**src/rtl/core/fct_pkg.sv**
```systemverilog
// ============================================================================
// fct_pkg: flow tracker / classifier shared definitions
// Table geometry, header constants and the records that pass between the
// front classifier, the item queue and the table back end.
// ============================================================================
`default_nettype none

package fct_pkg;

    // Connection table geometry
    localparam int TABLE_ENTRIES = 65536;
    localparam int SLOT_W        = $clog2(TABLE_ENTRIES);

    // Classified item queue between front and back
    localparam int QUEUE_DEPTH = 4;
    localparam int QPTR_W      = $clog2(QUEUE_DEPTH);
    localparam int QCNT_W      = $clog2(QUEUE_DEPTH + 1);

    // Header and protocol codes
    localparam logic [7:0]  HDR_BYTE_OK   = 8'h45;
    localparam logic [7:0]  PROTO_TCP     = 8'd6;
    localparam logic [7:0]  PROTO_UDP     = 8'd17;
    localparam logic [31:0] TIMEOUT_RESET = 32'd300;

    // Stream widths
    localparam int IN_TDATA_W  = 160;
    localparam int RESULT_W    = 84;
    localparam int OUT_TDATA_W = 88;

    // One classified packet on its way to the table
    typedef struct packed {
        logic              verdict;
        logic              drop_reason;
        logic              tracked;
        logic              src_nz;
        logic [SLOT_W-1:0] slot;
        logic [15:0]       len;
        logic [31:0]       now;
    } queue_item_t;

    // One table slot as stored (source address kept only as "occupied")
    typedef struct packed {
        logic        occupied;
        logic [31:0] touch_time;
        logic [31:0] tx_bytes;
        logic [31:0] rx_bytes;
    } entry_t;

    // Result record, last field in the lowest bits
    typedef struct packed {
        logic [31:0] flow_rx_bytes;
        logic [31:0] flow_tx_bytes;
        logic [15:0] flow_slot;
        logic        flow_new;
        logic        tracked;
        logic        drop_reason;
        logic        verdict;
    } result_t;

endpackage

`default_nettype wire

```
**src/rtl/core/fct_queue.sv**
```systemverilog
// ============================================================================
// fct_queue: classified item queue
// Small FIFO between the classifier and the table back end so that each
// side can stall on its own.
// ============================================================================
`default_nettype none

module fct_queue (
    input  wire logic                  clk,
    input  wire logic                  rst_n,
    input  wire logic                  push,
    input  wire fct_pkg::queue_item_t  push_item,
    input  wire logic                  pop,
    output fct_pkg::queue_item_t       head_item,
    output logic                       not_empty,
    output logic                       not_full
);
    import fct_pkg::*;

    queue_item_t       item_mem [QUEUE_DEPTH];
    logic [QPTR_W-1:0] wr_ptr_reg, wr_ptr_next;
    logic [QPTR_W-1:0] rd_ptr_reg, rd_ptr_next;
    logic [QCNT_W-1:0] count_reg, count_next;

    assign not_empty = (count_reg != '0);
    assign not_full  = (count_reg != QCNT_W'(QUEUE_DEPTH));
    assign head_item = item_mem[rd_ptr_reg];

    // Pointer and fill count update
    always_comb
    begin
        wr_ptr_next = wr_ptr_reg;
        rd_ptr_next = rd_ptr_reg;
        count_next  = count_reg;
        if (push)
        begin
            wr_ptr_next = (wr_ptr_reg == QPTR_W'(QUEUE_DEPTH - 1)) ? '0
                          : QPTR_W'(wr_ptr_reg + 1'b1);
        end
        if (pop)
        begin
            rd_ptr_next = (rd_ptr_reg == QPTR_W'(QUEUE_DEPTH - 1)) ? '0
                          : QPTR_W'(rd_ptr_reg + 1'b1);
        end
        if (push && !pop)
        begin
            count_next = QCNT_W'(count_reg + 1'b1);
        end
        else if (pop && !push)
        begin
            count_next = QCNT_W'(count_reg - 1'b1);
        end
    end

    always_ff @(posedge clk or negedge rst_n)
    begin
        if (!rst_n)
        begin
            wr_ptr_reg <= '0;
            rd_ptr_reg <= '0;
            count_reg  <= '0;
        end
        else
        begin
            wr_ptr_reg <= wr_ptr_next;
            rd_ptr_reg <= rd_ptr_next;
            count_reg  <= count_next;
        end
    end

    // Entry storage
    always_ff @(posedge clk)
    begin
        if (push)
        begin
            item_mem[wr_ptr_reg] <= push_item;
        end
    end

endmodule

`default_nettype wire

```
**config.mk**
```make
export PLATFORM = sky130hd
export DESIGN_NAME = fct_queue
export DESIGN_NICKNAME = d
export VERILOG_FILES = /design/src/rtl/core/fct_pkg.sv /design/src/rtl/core/fct_queue.sv
export SDC_FILE = /design/constraint.sdc
export NUM_CORES = 1
export LEC_CHECK = 0
export ABC_AREA = 1
export BUFFER_PORTS_ARGS = -buffer_cell sky130_fd_sc_hd__buf_2
export CAP_MARGIN = 20
export CORE_MARGIN = 2
export CORE_UTILIZATION = 50
export CTS_CLUSTER_DIAMETER = 80
export DETAILED_ROUTE_END_ITERATION = 8
export PLACE_DENSITY_LB_ADDON = 0.3
export SLEW_MARGIN = 20
export SYNTH_ARGS = -nofsm -noshare
export SYNTH_HDL_FRONTEND = slang
export SYNTH_SLANG_ARGS = --single-unit
```
**constraint.sdc**
```tcl
create_clock -name clk -period 2.5 [get_ports clk]
set_clock_uncertainty 0.1 [all_clocks]
set_input_delay 0.5 -clock clk [delete_from_list [all_inputs] [get_ports clk]]
set_output_delay 0.5 -clock clk [all_outputs]
set_load 0.02 [all_outputs]
```
==> results.json <==
{
  "status": "finished clean",
  "yosysTopAreaCell": "edfxtp_1",
  "powerDensity_mw_per_mm2": 1160,
  "end_kind": "output pin",
  "critPathArrivalTime_ns": 1.80,
  "synth_xor_xnor_area_share_pct": 0.0768,
  "cap_violations": 0,
  "die-area_mm2": 0.0240,
  "grt_usage_pct": 18.3,
  "report.final.slew_viol_count": 0,
  "crit_required_ns": 1.90,
  "largest_reg_flops": 272,
  "clk_latency_ns": 0.52,
  "die_height_um": 155,
  "globalplace.congestion": 0.766,
  "finalSetupViolCount": 0,
  "ys_seq_elements": 279,
  "critPathKind": "reg2out",
  "cellLeakagePower_nw": 5.41,
  "synth_top_family_by_area": "compound AO/OA/AOI/OAI gates",
  "period_minus_slack_ns": 2.40,
  "crit_fanout": 16,
  "syn_nets": 926,
  "start_kind": "register",
  "postLayoutCoreUtil_pct": 59.0,
  "htreeDepth": 1,
  "worst_slew_pin_slew_ns": 0.477,
  "place_inst": 1250,
  "ff_latch_area_mm2": 0.00835,
  "grt_pass1_wl_mm": 34.1,
  "syn_to_final_growth_pct": 16.4,
  "hold_viol": 0,
  "yosysUniqueCellTypes": 20,
  "grt_max_degree": 54,
  "mostFrequentLayoutCell": "edfxtp_1",
  "grt_pass1_vias": 6568,
  "yosysTopAreaCellShare_pct": 71.6,
  "clock-sinks": 279,
  "finalNonFillerCells": 1307,
  "fin_crit_sh_pct": 96.0,
  "fp.coreArea_mm2": 0.0225,
  "cts_buffers": 28,
  "vias": 6639,
  "rows": 55,
  "hpwlAfterDp_mm": 12.9,
  "dp_slack_ns": 0.381,
  "netlist_area_mm2": 0.0114,
  "postSynthCellCount": 847,
  "yosysWarnings": 0,
  "synth_compound_area_share_pct": 9.61,
  "via_per_inst": 5.08,
  "ir_drop_v": 0.000684,
  "cts_tree": "done",
  "power_mw": 15.4,
  "slew_headroom_pct": 68.2,
  "worst_slack_ns": 0.0999,
  "drive_gt1_share_pct": 21.5,
  "r2r_slack_ns": 0.75,
  "cts-root-buf": "clkbuf_16",
  "die_w_um": 155,
  "synthAdderAreaFrac_pct": 0.834,
  "yosys.area_share.simple_pct": 7.40,
  "clockBufferDepth": 3,
  "multi_input_area_mm2": 0.00205,
  "layout.nets": 1078,
  "synth.avg_cell_area_um2": 13.5,
  "clk_pin_slew_ns": 0.06,
  "rsz0062_at_grt": "yes",
  "fillers": 1775,
  "io_buffers": 141,
  "max_freq_mhz": 417,
  "synthMuxAreaShare_pct": 0,
  "hp-class": "in2reg",
  "seq_area_frac_synth_pct": 73.2,
  "grt_antenna_before_repair": 4,
  "synthTopCellsByArea": "edfxtp_1 72%, o211ai_1 8.3%, nand2_1 7.2%, inv_1 4.9%, buf_6 3.3%",
  "final_cell_mix": "272 x edfxtp_1, 217 x nand2_1, 145 x inv_1",
  "overflow": 0,
  "drt_iter0_drc": 305,
  "antenna_left": 0,
  "wl_mm": 21.7,
  "drc": 0,
  "io_pins": 142,
  "first_pass_iters": 4,
  "wl_per_cell_um": 16.6,
  "initial_utilization_pct": 50.7
}
-- logic make-up (layout without fill, tap and decap cells) --
group,count (synthesis),count (layout)
simple gates,223,223
other cells,0,2
flops,279,279
compound gates,141,141
fa+ha+maj,7,7
buf+inv,196,369
xor+xnor,1,1
-- what timing repair did --
item                       in CTS  in global routing
setup buffers                   1                  0
setup endpoints to repair      57                 29
cloned                          2                  0
hold endpoints to repair        7                  0
hold buffers                    1                  0
resized for setup               5                  7
pin swaps                       0                  1
-- area by class of cell --
| class | count | area share [%] |
|---|---|---|
| timing repair buffer | 165 | 7.93 |
| timing repair inverter | 2 | 0.217 |
| tap | 285 | 2.69 |
| antenna | 2 | 0.0377 |
| multi-input combinational | 372 | 15.4 |
| sequential | 279 | 62.9 |
| clock inverter | 15 | 0.688 |
| clock buffer | 36 | 5.66 |
| inverter | 151 | 4.52 |
-- power breakdown --
part | switching, mW | internal (mW) | leakage, nW | total (mW)
clock network | 1.62 | 2.21 | 0.411 | 3.82
logic | 3.64 | 1.75 | 2.42 | 5.39
registers | 0.221 | 5.99 | 2.58 | 6.22
-- path summary, 6_finish.rpt --
| path | start | endpoint | depth (start not counted) |
|---|---|---|---|
| max in group asynchronous | rst_n | rd_ptr_reg[0] | 2 |
| min in group asynchronous | rst_n | rd_ptr_reg[1] | 2 |
| min | push_item[32] | item_mem[0][32] | 1 |
| max reg2reg | wr_ptr_reg[1] | item_mem[1][23] | 5 |
| min reg2reg | count_reg[2] | count_reg[2] | 2 |
| max | rd_ptr_reg[0] | head_item[61] | 5 |
-- per-stage QoR --
step	hold slack (ns)	TNS [ns]	instance area, um^2
2_1_floorplan	0.104	0	11400
4_1_cts	0.0657	0	13300
3_3_place_gp	0.247	0	12400
6_report	0.0851	0	13300
3_5_place_dp	0.249	0	12400
5_1_grt	0.0612	-0.164	13300
-- Yosys cell counts --
| library cell | instances |
|---|---|
| buf_8 | 1 |
| o211ai_2 | 10 |
| inv_4 | 1 |
| nor2_1 | 1 |
| o21ai_1 | 2 |
| inv_2 | 1 |
| ha_1 | 6 |
| nand4_1 | 1 |
| buf_2 | 9 |
| nand3_1 | 3 |
| buf_4 | 2 |
| nand2_1 | 218 |
| o21ai_0 | 3 |
| inv_1 | 149 |
| fa_1 | 1 |
| edfxtp_1 | 272 |
| dfrtp_1 | 7 |
| buf_6 | 33 |
| xnor2_1 | 1 |
| o211ai_1 | 126 |
-- critical path, stage by stage (launching register included) --
cell	delay, ns
dfrtp_2	0.48
buf_6	0.21
inv_6	0.10
o211ai_1	0.20
nand2_1	0.10
buf_2	0.17
-- routing by layer --
layer	track usage [%]	part of all wire, %	up-vias
met5	0	0.12	-
met1	23.7	43	3176
met3	4.37	6.1	39
met2	31.5	48	150
li1	-	-	3270
met4	4.23	1.9	4
Note: power is estimated with default switching activity, not from simulation.
