### config.mk
export PLATFORM = sky130hd
export DESIGN_NAME = fct_front
export DESIGN_NICKNAME = d
export VERILOG_FILES = /design/src/rtl/core/fct_pkg.sv /design/src/rtl/core/fct_front.sv
export SDC_FILE = /design/constraint.sdc
export NUM_CORES = 1
export LEC_CHECK = 0
export BUFFER_PORTS_ARGS = -buffer_cell sky130_fd_sc_hd__buf_2
export CORE_AREA = 2 2 91 93
export DETAILED_ROUTE_END_ITERATION = 10
export DIE_AREA = 0 0 93 95
export PLACE_DENSITY_LB_ADDON = 0.1
export SLEW_MARGIN = 20
export SYNTH_ARGS = -nofsm -noshare
export SYNTH_HDL_FRONTEND = slang
export SYNTH_SLANG_ARGS = --single-unit
### constraint.sdc
create_clock -name vclk -period 0.8
set_input_delay 0.08 -clock vclk [all_inputs]
set_output_delay 0.08 -clock vclk [all_outputs]
set_load 0.005 [all_outputs]
### src/rtl/core/fct_pkg.sv
// ============================================================================
// fct_pkg: flow tracker / classifier shared definitions
// Table geometry, header constants and the records that pass between the
// front classifier, the item queue and the table back end.
// ============================================================================
`default_nettype none

package fct_pkg;

    // Connection table geometry
    localparam int TABLE_ENTRIES = 65536;
    localparam int SLOT_W        = $clog2(TABLE_ENTRIES);

    // Classified item queue between front and back
    localparam int QUEUE_DEPTH = 4;
    localparam int QPTR_W      = $clog2(QUEUE_DEPTH);
    localparam int QCNT_W      = $clog2(QUEUE_DEPTH + 1);

    // Header and protocol codes
    localparam logic [7:0]  HDR_BYTE_OK   = 8'h45;
    localparam logic [7:0]  PROTO_TCP     = 8'd6;
    localparam logic [7:0]  PROTO_UDP     = 8'd17;
    localparam logic [31:0] TIMEOUT_RESET = 32'd300;

    // Stream widths
    localparam int IN_TDATA_W  = 160;
    localparam int RESULT_W    = 84;
    localparam int OUT_TDATA_W = 88;

    // One classified packet on its way to the table
    typedef struct packed {
        logic              verdict;
        logic              drop_reason;
        logic              tracked;
        logic              src_nz;
        logic [SLOT_W-1:0] slot;
        logic [15:0]       len;
        logic [31:0]       now;
    } queue_item_t;

    // One table slot as stored (source address kept only as "occupied")
    typedef struct packed {
        logic        occupied;
        logic [31:0] touch_time;
        logic [31:0] tx_bytes;
        logic [31:0] rx_bytes;
    } entry_t;

    // Result record, last field in the lowest bits
    typedef struct packed {
        logic [31:0] flow_rx_bytes;
        logic [31:0] flow_tx_bytes;
        logic [15:0] flow_slot;
        logic        flow_new;
        logic        tracked;
        logic        drop_reason;
        logic        verdict;
    } result_t;

endpackage

`default_nettype wire

### src/rtl/core/fct_front.sv
// ============================================================================
// fct_front: input handshake and packet classification
// Checks the header byte, picks tracked protocols and forms the table slot
// index, then pushes the classified item into the queue.
// ============================================================================
`default_nettype none

module fct_front (
    input  wire logic                               s_tvalid,
    output logic                                    s_tready,
    // version_ihl, ip_protocol, source_address, dest_address,
    // source_port, dest_port, packet_length, current_time
    input  wire logic [fct_pkg::IN_TDATA_W-1:0]     s_tdata,
    input  wire logic                               clearing,
    input  wire logic                               q_not_full,
    output logic                                    push,
    output fct_pkg::queue_item_t                    push_item
);
    import fct_pkg::*;

    logic [7:0]  version_ihl;
    logic [7:0]  ip_protocol;
    logic [31:0] source_address;
    logic [31:0] dest_address;
    logic [15:0] source_port;
    logic [15:0] dest_port;
    logic [15:0] packet_length;
    logic [31:0] current_time;
    logic [31:0] hash;
    logic        hdr_ok;
    logic        proto_hit;

    // Field unpacking
    assign version_ihl    = s_tdata[7:0];
    assign ip_protocol    = s_tdata[15:8];
    assign source_address = s_tdata[47:16];
    assign dest_address   = s_tdata[79:48];
    assign source_port    = s_tdata[95:80];
    assign dest_port      = s_tdata[111:96];
    assign packet_length  = s_tdata[127:112];
    assign current_time   = s_tdata[159:128];

    // No intake while the table sweep runs or the queue is full
    assign s_tready = q_not_full && !clearing;
    assign push     = s_tvalid && s_tready;

    // Classification
    assign hdr_ok    = (version_ihl == HDR_BYTE_OK);
    assign proto_hit = (ip_protocol == PROTO_TCP) || (ip_protocol == PROTO_UDP);
    assign hash      = source_address ^ dest_address ^ {source_port, dest_port}
                       ^ {24'd0, ip_protocol};

    always_comb
    begin
        push_item.verdict     = hdr_ok;
        push_item.drop_reason = !hdr_ok;
        push_item.tracked     = hdr_ok && proto_hit;
        push_item.src_nz      = (source_address != 32'd0);
        push_item.slot        = hash[SLOT_W-1:0];
        push_item.len         = packet_length;
        push_item.now         = current_time;
    end

endmodule

`default_nettype wire

==> results of run 1 <==
==> synthesized netlist by cell type (all sizes together) <==
master	count
xor2	8
buf	49
xnor2	32
inv	1
nor2b	1
or4	1
nor4	8
nor4b	1
and2	1
nand4	2
nor3	1
or2	1
nor2	1
nand2	1
nor4bb	3
==> power by group <==
group          switching, mW  internal (mW)
Combinational          0.383          0.686
Sequential                 0              0
Clock                      0              0
==> metrics by stage <==
| stage | instances | area, um^2 | hold WS, ns |
|---|---|---|---|
| 2_1_floorplan | 111 | 892 | 0.195 |
| 3_3_place_gp | 296 | 1360 | 0.160 |
| 3_5_place_dp | 296 | 1360 | 0.160 |
| 4_1_cts | 296 | 1690 | 0.160 |
| 5_1_grt | 295 | 1870 | 0.160 |
| 6_report | 295 | 1870 | 0.160 |
==> final cells by class <==
cell class	instances	area, um^2	share of cell area [%]
inverters	1	3.75	0.201
multi-input cells	61	803	43.0
well taps	105	131	7.04
repair buffers	128	928	49.7
==> cell families after synthesis <==
family	count (synthesis)	share of synthesized area, %
buffers and inverters	50	43.1
xor gates and xnor gates	40	40.6
and+or+nand+nor	21	16.3
==> worst min path at each step <==
stage / start / endpoint / cells after the start
floorplan: clearing / s_tready / 1
global placement: s_tdata[141] / push_item[13] / 0
detailed placement: s_tdata[141] / push_item[13] / 0
CTS: s_tdata[141] / push_item[13] / 0
global route: s_tdata[113] / push_item[33] / 0
finish: s_tdata[144] / push_item[16] / 0
==> metal layers <==
metal	vias to the layer above	part of all wire, %	GRT usage [%]	wire length, um
met5	-	0	0	0
met4	0	2.6	1.96	85
met3	8	14	2.08	460
met2	90	54	12.4	1790
met1	420	30	5.83	992
li1	465	-	-	-
==> repair_timing <==
action	CTS	global route
pin swaps	30	27
setup endpoints to repair	17	17
resized for setup	58	29
setup buffers	1	2
==> worst max-delay path: cells and delay by family <==
kind,cells,cell delay [ns]
buffers and inverters,3,0.36
AND/OR/NAND/NOR,3,0.61
==> results by stage, run 1 <==
STA:
- Setup repair after global routing could not meet its margin everywhere.
- The final critical-path share of the clock period is 142%.
- The maximum clock frequency is 0.883 GHz.
- The hold violation total from the final report is 0.
- Setup violations remaining at the end of the flow were counted as 4.
- The worst slew slack as a fraction of its limit is 80.4%.
- The minimum clock period after layout is 1.13 ns.
- The final worst-path setup slack is -0.332 ns.
- The slew of the pin with the lowest slew margin is 0.292 ns.
- The final number of max-transition violations came to 0.
- Adding up every negative setup slack in the final design gives -0.715 ns.

Critical path:
- The largest incremental delay on the critical path is 0.28 ns.
- The required time of the worst setup path is 0.72 ns.
- The startpoint type of the worst setup path is a primary input.
- The maximum fanout along the worst path is 2.
- The worst-path cell with the longest stage delay is nor4_4.
- The endpoint of the most critical setup path is push_item[64].
- Traced cell by cell, the critical path runs through buf_8, nor4_4, buf_4, nand4_1, or2_4, buf_6.
- The worst setup path is of the in2out kind.
- The critical path capture point type is an output pin.
- The critical path launch point is s_tdata[22].
- For the worst setup path, the data arrival time is 1.05 ns.

Yosys:
- The count of distinct cell types in the synthesized netlist is 15.
- The synthesized area per cell is 7.77 um^2.
- The area fraction of the dominant cell type after synthesis is 42.7%.
- The library cell with the largest summed area after synthesis is buf_4.
- In this run the cell area of the synthesized design comes to 862 um^2.
- Ranked by total cell area, the synthesized netlist is headed by buf_4, xnor2_1, xor2_1.
- For this run, the number of Yosys warnings is 0.
- Synthesis produced 111 cells.
- The number of nets in the synthesized netlist is 274.
- The sequential area share after synthesis is 0%.

Floorplan:
- The total core area is 7930 um^2.
- The starting density of the core is 10.9%.
- The die is 95 um tall.
- In this run the core area contains 33 standard-cell rows.
- The die area is 8840 um^2.
- 233 I/O pins were placed.
- The width of the die is 93 um.

GRT:
- The remaining global-route overflow is 0.
- Entering global routing, the biggest net connects 4 pins.
- The initial antenna violation count is 0.
- The total routing usage reported by global routing is 6.18%.
- The number of global-route vias before repair was 956.
- The first-pass GRT wire length is 4420 um.

Placement:
- Buffers placed on the I/O ports in this run total 105.
- OpenSTA, run right after detailed placement, puts the worst setup slack at -0.581 ns.
- Summed over all nets, the half-perimeter wirelength after detailed placement is 2950 um.
- Routability-driven placement finished with a final weighted congestion of 0.595.

Cells and area:
- The sequential cells in the finished layout cover a total of 0 um^2.
- The number of filler cells placed in the layout is 877.
- The commonest non-fill, non-tap cell in the layout is buf_2.
- Compared with the post-synthesis result, the final layout area differs by 117%.
- In the layout the commonest cells are buf_2, buf_6, xnor2_1.
- The share of cells above drive strength 1 is 84.2%.
- The final core utilization is 23.5%.
- The total number of nets in the final design is 355.
- The number of flip-flops and latches is 0.
- The layout has 0 clock buffers.
- 0 antenna diodes ended up in the layout.

Route:
- The sum of routed wire length over all layers is 3330 um.
- Dividing the detail-routed wire length by the instance count gives 11.3 um.
- Summing over every cut layer, the via total after detailed routing is 983.
- In this run the remaining antenna-violating nets after routing total 0.
- For this run, design rule violations remaining after detail routing come to 0.
- In this run, the number of DRC markers left after iteration 0 of detailed routing was 1.
- For this run, the detailed router's first-pass iteration total came to 2.
- After detailed routing, the number of vias per cell comes to 3.33.

Run status:
- The final reports fail on setup timing.
- The run finished, with violations left.

CTS:
- For this design, the CTS-stage hold fixing added 0 buffers.

Power and ir drop:
- The analysis attributes to cell leakage a power of 0.853 nW.
- The total power draw is 1.07 mW.
- The power per standard cell area is 572 nW/um^2.
- The peak supply drop is 0.139 mV.

Job:
- The number of violations of the max-capacitance limit is 0.

Hold path:
- The worst hold path class is in2out.
No activity file was read; power rests on OpenSTA's default activity.
==> run 2, diff against run 1 <==
Settings changed: ABC_AREA from default to 1.
==> run 2 against run 1 <==
The flow now finishes without violations. Critical path type unchanged. Cell count up 12%. Worst hold slack unchanged. Synthesized cell count up 41%. Combinational power down 12%. Critical path depth up 1. Die area unchanged. Utilization down 2.0 points. Wire length down 16%. Setup slack better by 0.34 ns.
==> results by stage, run 2 <==
Run status:
- The run finished with clean final reports.

GRT:
- The first-pass GRT wire length is 3760 um (-15%).
- The largest net degree at the start of global routing is 4 (unchanged).
- The total routing usage reported by global routing is 5.14% (-1.0 points).
- The initial antenna violation count is 0 (unchanged).
- The number of global-route vias before repair is 906 (-5.2%).
- The remaining global-route overflow came to 0 (unchanged).

Critical path:
- STA classifies the critical path startpoint as a primary input.
- The critical path capture point type is an output pin.
- The critical path is of the in2out type.
- The arrival time of data at the critical path endpoint is 0.72 ns (-0.33 ns).
- The maximum fanout along the worst path came to 2 (unchanged).
- The required time of the worst setup path came to 0.72 ns (about the same).

STA:
- The minimum clock period after layout is 0.797 ns (-0.336 ns).
- The maximum clock frequency is 1.26 GHz (+42%).
- The final number of setup-violating endpoints came to 0 (-4).
- The hold violation total from the final report was 0 (unchanged).
- Setup repair after global routing could not meet its margin everywhere.
- The slew of the pin with the lowest slew margin is 0.199 ns (-0.0927 ns).
- The final critical-path share of the clock period is 99.6% (-42 points).
- The final number of max-transition violations was 0 (unchanged).
- The worst slew slack as a fraction of its limit was 86.6% (+6.2 points).
- The final worst-path setup slack is 0.00336 ns (+0.336 ns).

Yosys:
- By count the netlist is led by buf_4, xnor2_1, inv_1.
- Summed over all instances, the cell type with the most area after synthesis is buf_4.
- The total number of yosys warnings is 0 (unchanged).
- The number of cells produced by synthesis is 156 (+41%).
- The synthesized area is 997 um^2 (+16%).
- The count of distinct cell types in the synthesized netlist is 14 (-1).
- The sequential area share after synthesis came to 0% (unchanged).
- Yosys instantiated no cell more often than buf_4.
- After synthesis, the cell types taking the most area are buf_4, xnor2_1, inv_1.
- The synthesized area per cell came to 6.39 um^2 (-18%).
- The number of nets in the synthesized netlist is 319 (+16%).
- The area fraction of the dominant cell type after synthesis is 36.9% (-5.8 points).

Route:
- The post-route DRC violation count is 0 (unchanged).
- The sum of routed wire length over all layers is 2810 um (-16%).
- The initial DRC count is 3 (+2).
- The vias after detailed routing came to 1,041 (+5.9%).
- The residual antenna-violating net count after detailed routing is 0 (unchanged).
- The via count normalized by instance count came to 3.16 (-5.0%).
- The final routed wire length divided by cell count came to 8.53 um (-24%).
- The number of search-and-repair iterations in the first detailed-routing pass is 2 (unchanged).

Floorplan:
- The number of placed I/O pins came to 233 (unchanged).
- The number of standard-cell rows in the floorplan is 33 (unchanged).
- The die area was 8840 um^2 (unchanged).
- The width of the die is 93 um (unchanged).
- The total core area is 7930 um^2 (unchanged).
- The starting density of the core is 12.6% (+1.7 points).
- The height of the die is 95 um (unchanged).

Placement:
- The placed cell area was 1380 um^2 (+1.1%).
- The count of buffers from port buffering is 105 (unchanged).
- The global placement routability congestion is 0.589 (-0.99%).
- The estimated wirelength of the detail-placed design is 2550 um (-13%).
- The pre-CTS setup slack is -0.171 ns (+0.410 ns).
- The number of cells after detailed placement is 329 (+11%).

Cells and area:
- The diode insertion count for antenna repair was 0 (unchanged).
- The share of cells above drive strength 1 was 70.5% (-14 points).
- The area growth from synthesis to layout is 71.0%.
- The final core utilization was 21.5% (-2.0 points).
- The summed area of non-filler cells in the final layout is 1710 um^2 (-8.6%).
- The number of flip-flops and latches is 0 (unchanged).
- In the layout the commonest cells are buf_2, xnor2_1, buf_6.
- The number of filler cells placed in the layout was 928 (+5.8%).
- The final-layout clock buffer total is 0 (unchanged).
- The commonest non-fill, non-tap cell in the layout is buf_2.
- The count of non-filler cells in the finished layout is 329 (+12%).
- The total number of nets in the final design is 389 (+9.6%).
- The flip-flop and latch area is 0 um^2 (unchanged).

Power and ir drop:
- The portion of total power attributed to sequential cells is 0% (unchanged).
- The internal power consumption is 0.586 mW (-15%).
- The total power draw came to 0.940 mW (-12%).
- The leakage power came to 0.872 nW (+2.2%).
- The power per standard cell area is 551 nW/um^2 (-3.7%).
- The clock share of power is 0% (unchanged).
- The switching part of the total is 37.7% (+1.9 points).
- The net switching component of the power came to 0.354 mW (-7.4%).
- The peak supply drop is 0.123 mV (-11%).
- The power share of the combinational group is 100.0% (about the same).

CTS:
- The post-CTS setup repair buffer count was 0 (-1).
- The hold buffer count at CTS is 0 (unchanged).

Job:
- The number of violations of the max-capacitance limit came to 0 (unchanged).

Hold path:
- The worst hold path class is in2out.
==> run 2: stage by stage <==
step	hold WS, ns	setup TNS, ns
detailed placement	0.160	-0.495
global route	0.160	-0.417
global placement	0.160	-0.487
CTS	0.160	-0.156
floorplan	0.191	0
finish	0.160	0
==> run 2: cell type report <==
cell class	instances	area [um^2]	share of cell area, %
inverter	22	82.6	4.84
tap	105	131	7.70
multi-input combinational	85	721	42.3
timing repair buffer	117	771	45.2
==> run 2: power groups by stage <==
stage / combinational [mW] / sequential (mW) / clock (mW)
2_1_floorplan: 0.517 / 0 / 0
3_3_place_gp: 0.775 / 0 / 0
3_5_place_dp: 0.772 / 0 / 0
4_1_cts: 0.878 / 0 / 0
5_1_grt: 1.03 / 0 / 0
6_report: 0.940 / 0 / 0
==> run 2: worst max-delay path: stages <==
cell and delay, ns:
buf_6 0.10, nor2_4 0.11, nand2_2 0.08, nor2_4 0.08, nand3_2 0.07, nor2_2 0.08, buf_2 0.11
==> run 2: worst paths after layout <==
path / from / endpoint / slack [ns] / cells past startpoint
max: s_tdata[11] / push_item[65] / 0.003 / 7
min: s_tdata[139] / push_item[11] / 0.16 / 0
==> run 2: kinds of logic (layout without fill, tap and decap cells) <==
| kind of cell | count (synthesis) | in the layout | synth area share [%] |
|---|---|---|---|
| buffers and inverters | 71 | 139 | 45.2 |
| and+or+nand+nor | 43 | 43 | 18.7 |
| xor gates and xnor gates | 40 | 40 | 35.1 |
| AOI/OAI and AO/OA | 2 | 2 | 1.00 |
==> run 2: repair_timing <==
| item | CTS | global route |
|---|---|---|
| gates resized for setup | 42 | 35 |
| endpoints found under the setup margin | 13 | 13 |
| pin swaps | 19 | 22 |
==> run 2: per-layer routing <==
layer / global-route usage, % / wire, um / up-vias
met5: 0 / 0 / -
met4: 1.72 / 91 / 0
met3: 0.798 / 385 / 12
met2: 10.0 / 1350 / 69
met1: 5.63 / 984 / 423
li1: - / - / 537
==> run 3, diff against run 2 <==
Settings changed: CORE_AREA 2 2 91 93 to 2 2 90 92, DIE_AREA 0 0 93 95 to 0 0 92 94.
Clock period 0.8 ns to 0.85 ns, I/O delays scaled along.
==> run 3 against run 2 <==
Combinational power is 17% lower. Cell area is 11% lower. Clock-buffer cell count stayed put. Highest routed layer unchanged.
==> results by stage, run 3 (same netlist as run 2, synthesis figures left out) <==
Critical path:
- For this design, the slowest cell found on the critical path is xnor2_1.
- The startpoint type of the worst setup path is a primary input.
- The critical path goes through buf_2, buf_4, xnor2_1, xnor2_1, buf_2.
- The largest incremental delay on the critical path was 0.15 ns (+0.04 ns).
- The maximum fanout along the worst path is 2 (unchanged).
- The arrival time of data at the critical path endpoint is 0.74 ns (+0.02 ns).
- The classification of the worst setup path is in2out.
- The required time of the worst setup path is 0.76 ns (+0.04 ns).
- The critical path capture point type is an output pin.

Cells and area:
- The number of filler cells placed in the layout came to 885 (-4.6%).
- The share of cells above drive strength 1 came to 66.1% (-4.5 points).
- Compared with the post-synthesis result, the final layout area differs by 51.6%.
- The commonest non-fill, non-tap cell in the layout is buf_2.
- The diode insertion count for antenna repair came to 0 (unchanged).
- The number of flip-flops and latches came to 0 (unchanged).
- The library cells used most frequently in the layout, excluding fill and tap cells, are buf_2, xnor2_1, inv_1.
- The summed area of non-filler cells in the final layout came to 1510 um^2 (-11%).
- The final-layout clock buffer total is 0 (unchanged).
- The area of the multi-input gates came to 629 um^2 (-13%).
- The total number of nets in the final design is 386 (-0.77%).
- The count of non-filler cells in the finished layout is 323 (-1.8%).
- The flip-flop and latch area is 0 um^2 (unchanged).

Route:
- The number of search-and-repair iterations in the first detailed-routing pass is 2 (unchanged).
- The sum of routed wire length over all layers is 2660 um (-5.4%).
- The initial DRC count is 3 (unchanged).
- The vias after detailed routing is 1,017 (-2.3%).
- The post-route DRC violation count came to 0 (unchanged).
- The final routed wire length divided by cell count is 8.22 um (-3.7%).
- The residual antenna-violating net count after detailed routing is 0 (unchanged).
- The via count normalized by instance count is 3.15 (-0.49%).

STA:
- The worst slew slack as a fraction of its limit came to 85.1% (-1.5 points).
- The final critical-path share of the clock period is 96.8%.
- The minimum clock period after layout is 0.823 ns.
- Setup repair after global routing could not meet its margin everywhere.
- The final number of max-transition violations is 0 (unchanged).
- The final number of setup-violating endpoints is 0 (unchanged).
- The hold violation total from the final report came to 0 (unchanged).
- The maximum clock frequency is 1.22 GHz.
- The slew of the pin with the lowest slew margin was 0.222 ns (+0.0235 ns).

Hold path:
- The path class of the tightest hold or removal check is in2out.

Power and ir drop:
- The switching part of the total came to 38.8% (+1.1 points).
- The net switching component of the power came to 0.304 mW (-14%).
- The peak supply drop is 0.126 mV (+2.6%).
- The power per standard cell area was 518 nW/um^2 (-6.1%).
- The leakage power was 0.786 nW (-9.9%).
- The clock share of power was 0% (unchanged).
- The internal power consumption is 0.479 mW (-18%).
- The portion of total power attributed to sequential cells is 0% (unchanged).
- The power share of the combinational group is 100.0% (about the same).

GRT:
- The initial antenna violation count is 0 (unchanged).
- The remaining global-route overflow is 0 (unchanged).
- The largest net degree at the start of global routing is 4 (unchanged).
- The number of global-route vias before repair is 958 (+5.7%).
- The total routing usage reported by global routing is 5.23% (+0.084 points).
- The first-pass GRT wire length was 3880 um (+3.3%).

Placement:
- The global placement routability congestion was 0.653 (+11%).
- The number of cells after detailed placement is 322 (-2.1%).
- The estimated wirelength of the detail-placed design is 2460 um (-3.7%).
- The placed cell area came to 1340 um^2 (-2.5%).
- The count of buffers from port buffering is 105 (unchanged).

Floorplan:
- The width of the die is 92 um (-1.1%).
- The total core area is 7610 um^2 (-4.0%).
- The number of standard-cell rows in the floorplan is 32 (-3.0%).
- The number of placed I/O pins is 233 (unchanged).
- The starting density of the core is 13.1% (+0.53 points).
- The die area came to 8650 um^2 (-2.1%).
- The height of the die is 94 um (-1.1%).

Run status:
- The flow ran to the end, and the final reports show no timing, DRC or antenna violations.

Job:
- The number of violations of the max-capacitance limit is 0 (unchanged).
[run 3: changes by cell type in the layout (fill, tap and decap cells not counted), moves of 3 or more]
cell | previous run | this run
xor2_1 | 3 | 7
nor2_2 | 2 | 8
buf_4 | 3 | 9
buf_8 | 4 | 1
buf_6 | 22 | 11
xnor2_2 | 8 | 2
xor2_2 | 5 | 1
nor2_1 | 12 | 7
xnor2_1 | 23 | 30
buf_2 | 88 | 93
[run 3: area by class of cell]
class | count | area share [%]
tap | 102 | 8.44
timing repair buffer | 114 | 44.5
multi-input combinational | 85 | 41.6
inverter | 22 | 5.46
[run 3: stage by stage]
stage,setup WS (ns),power [mW],util [%],hold WS [ns],TNS [ns]
final,0.0273,0.782,19.9,0.170,0
after global routing,-0.0358,0.868,19.9,0.170,-0.0624
after CTS,-0.00377,0.721,17.9,0.170,-0.00377
after detailed placement,-0.0499,0.709,17.6,0.170,-0.107
after global placement,-0.0507,0.714,17.6,0.170,-0.0651
after floorplan,0.263,0.487,-,0.201,0
[run 3: worst paths after layout]
kind	from	to	slack (ns)	depth (start not counted)
setup / recovery	s_tdata[18]	push_item[50]	0.03	5
hold / removal	s_tdata[143]	push_item[15]	0.17	0
[run 3: critical path: cells and delay by family]
family	cells	cell delay, ns
buf+inv	3	0.36
xor+xnor	2	0.29
[run 3: layer usage]
layer / share of wire [%] / GRT usage [%] / wire (um)
met1: 37 / 5.98 / 980
met4: 3.1 / 1.87 / 81
met2: 49 / 9.87 / 1290
met3: 11 / 0.722 / 301
met5: 0 / 0 / 0
[run 3: repair_timing]
action | 4_1_cts | 5_1_grt
hold buffers | 0 | 0
pin swaps | 1 | 26
setup endpoints to repair | 3 | 6
setup buffers | 0 | 1
resized for setup | 5 | 43
[run 3: power by group through the flow]
| stage | clock (mW) | combinational (mW) | sequential (mW) |
|---|---|---|---|
| 2_1_floorplan | 0 | 0.487 | 0 |
| 3_3_place_gp | 0 | 0.714 | 0 |
| 3_5_place_dp | 0 | 0.709 | 0 |
| 4_1_cts | 0 | 0.721 | 0 |
| 5_1_grt | 0 | 0.868 | 0 |
| 6_report | 0 | 0.782 | 0 |
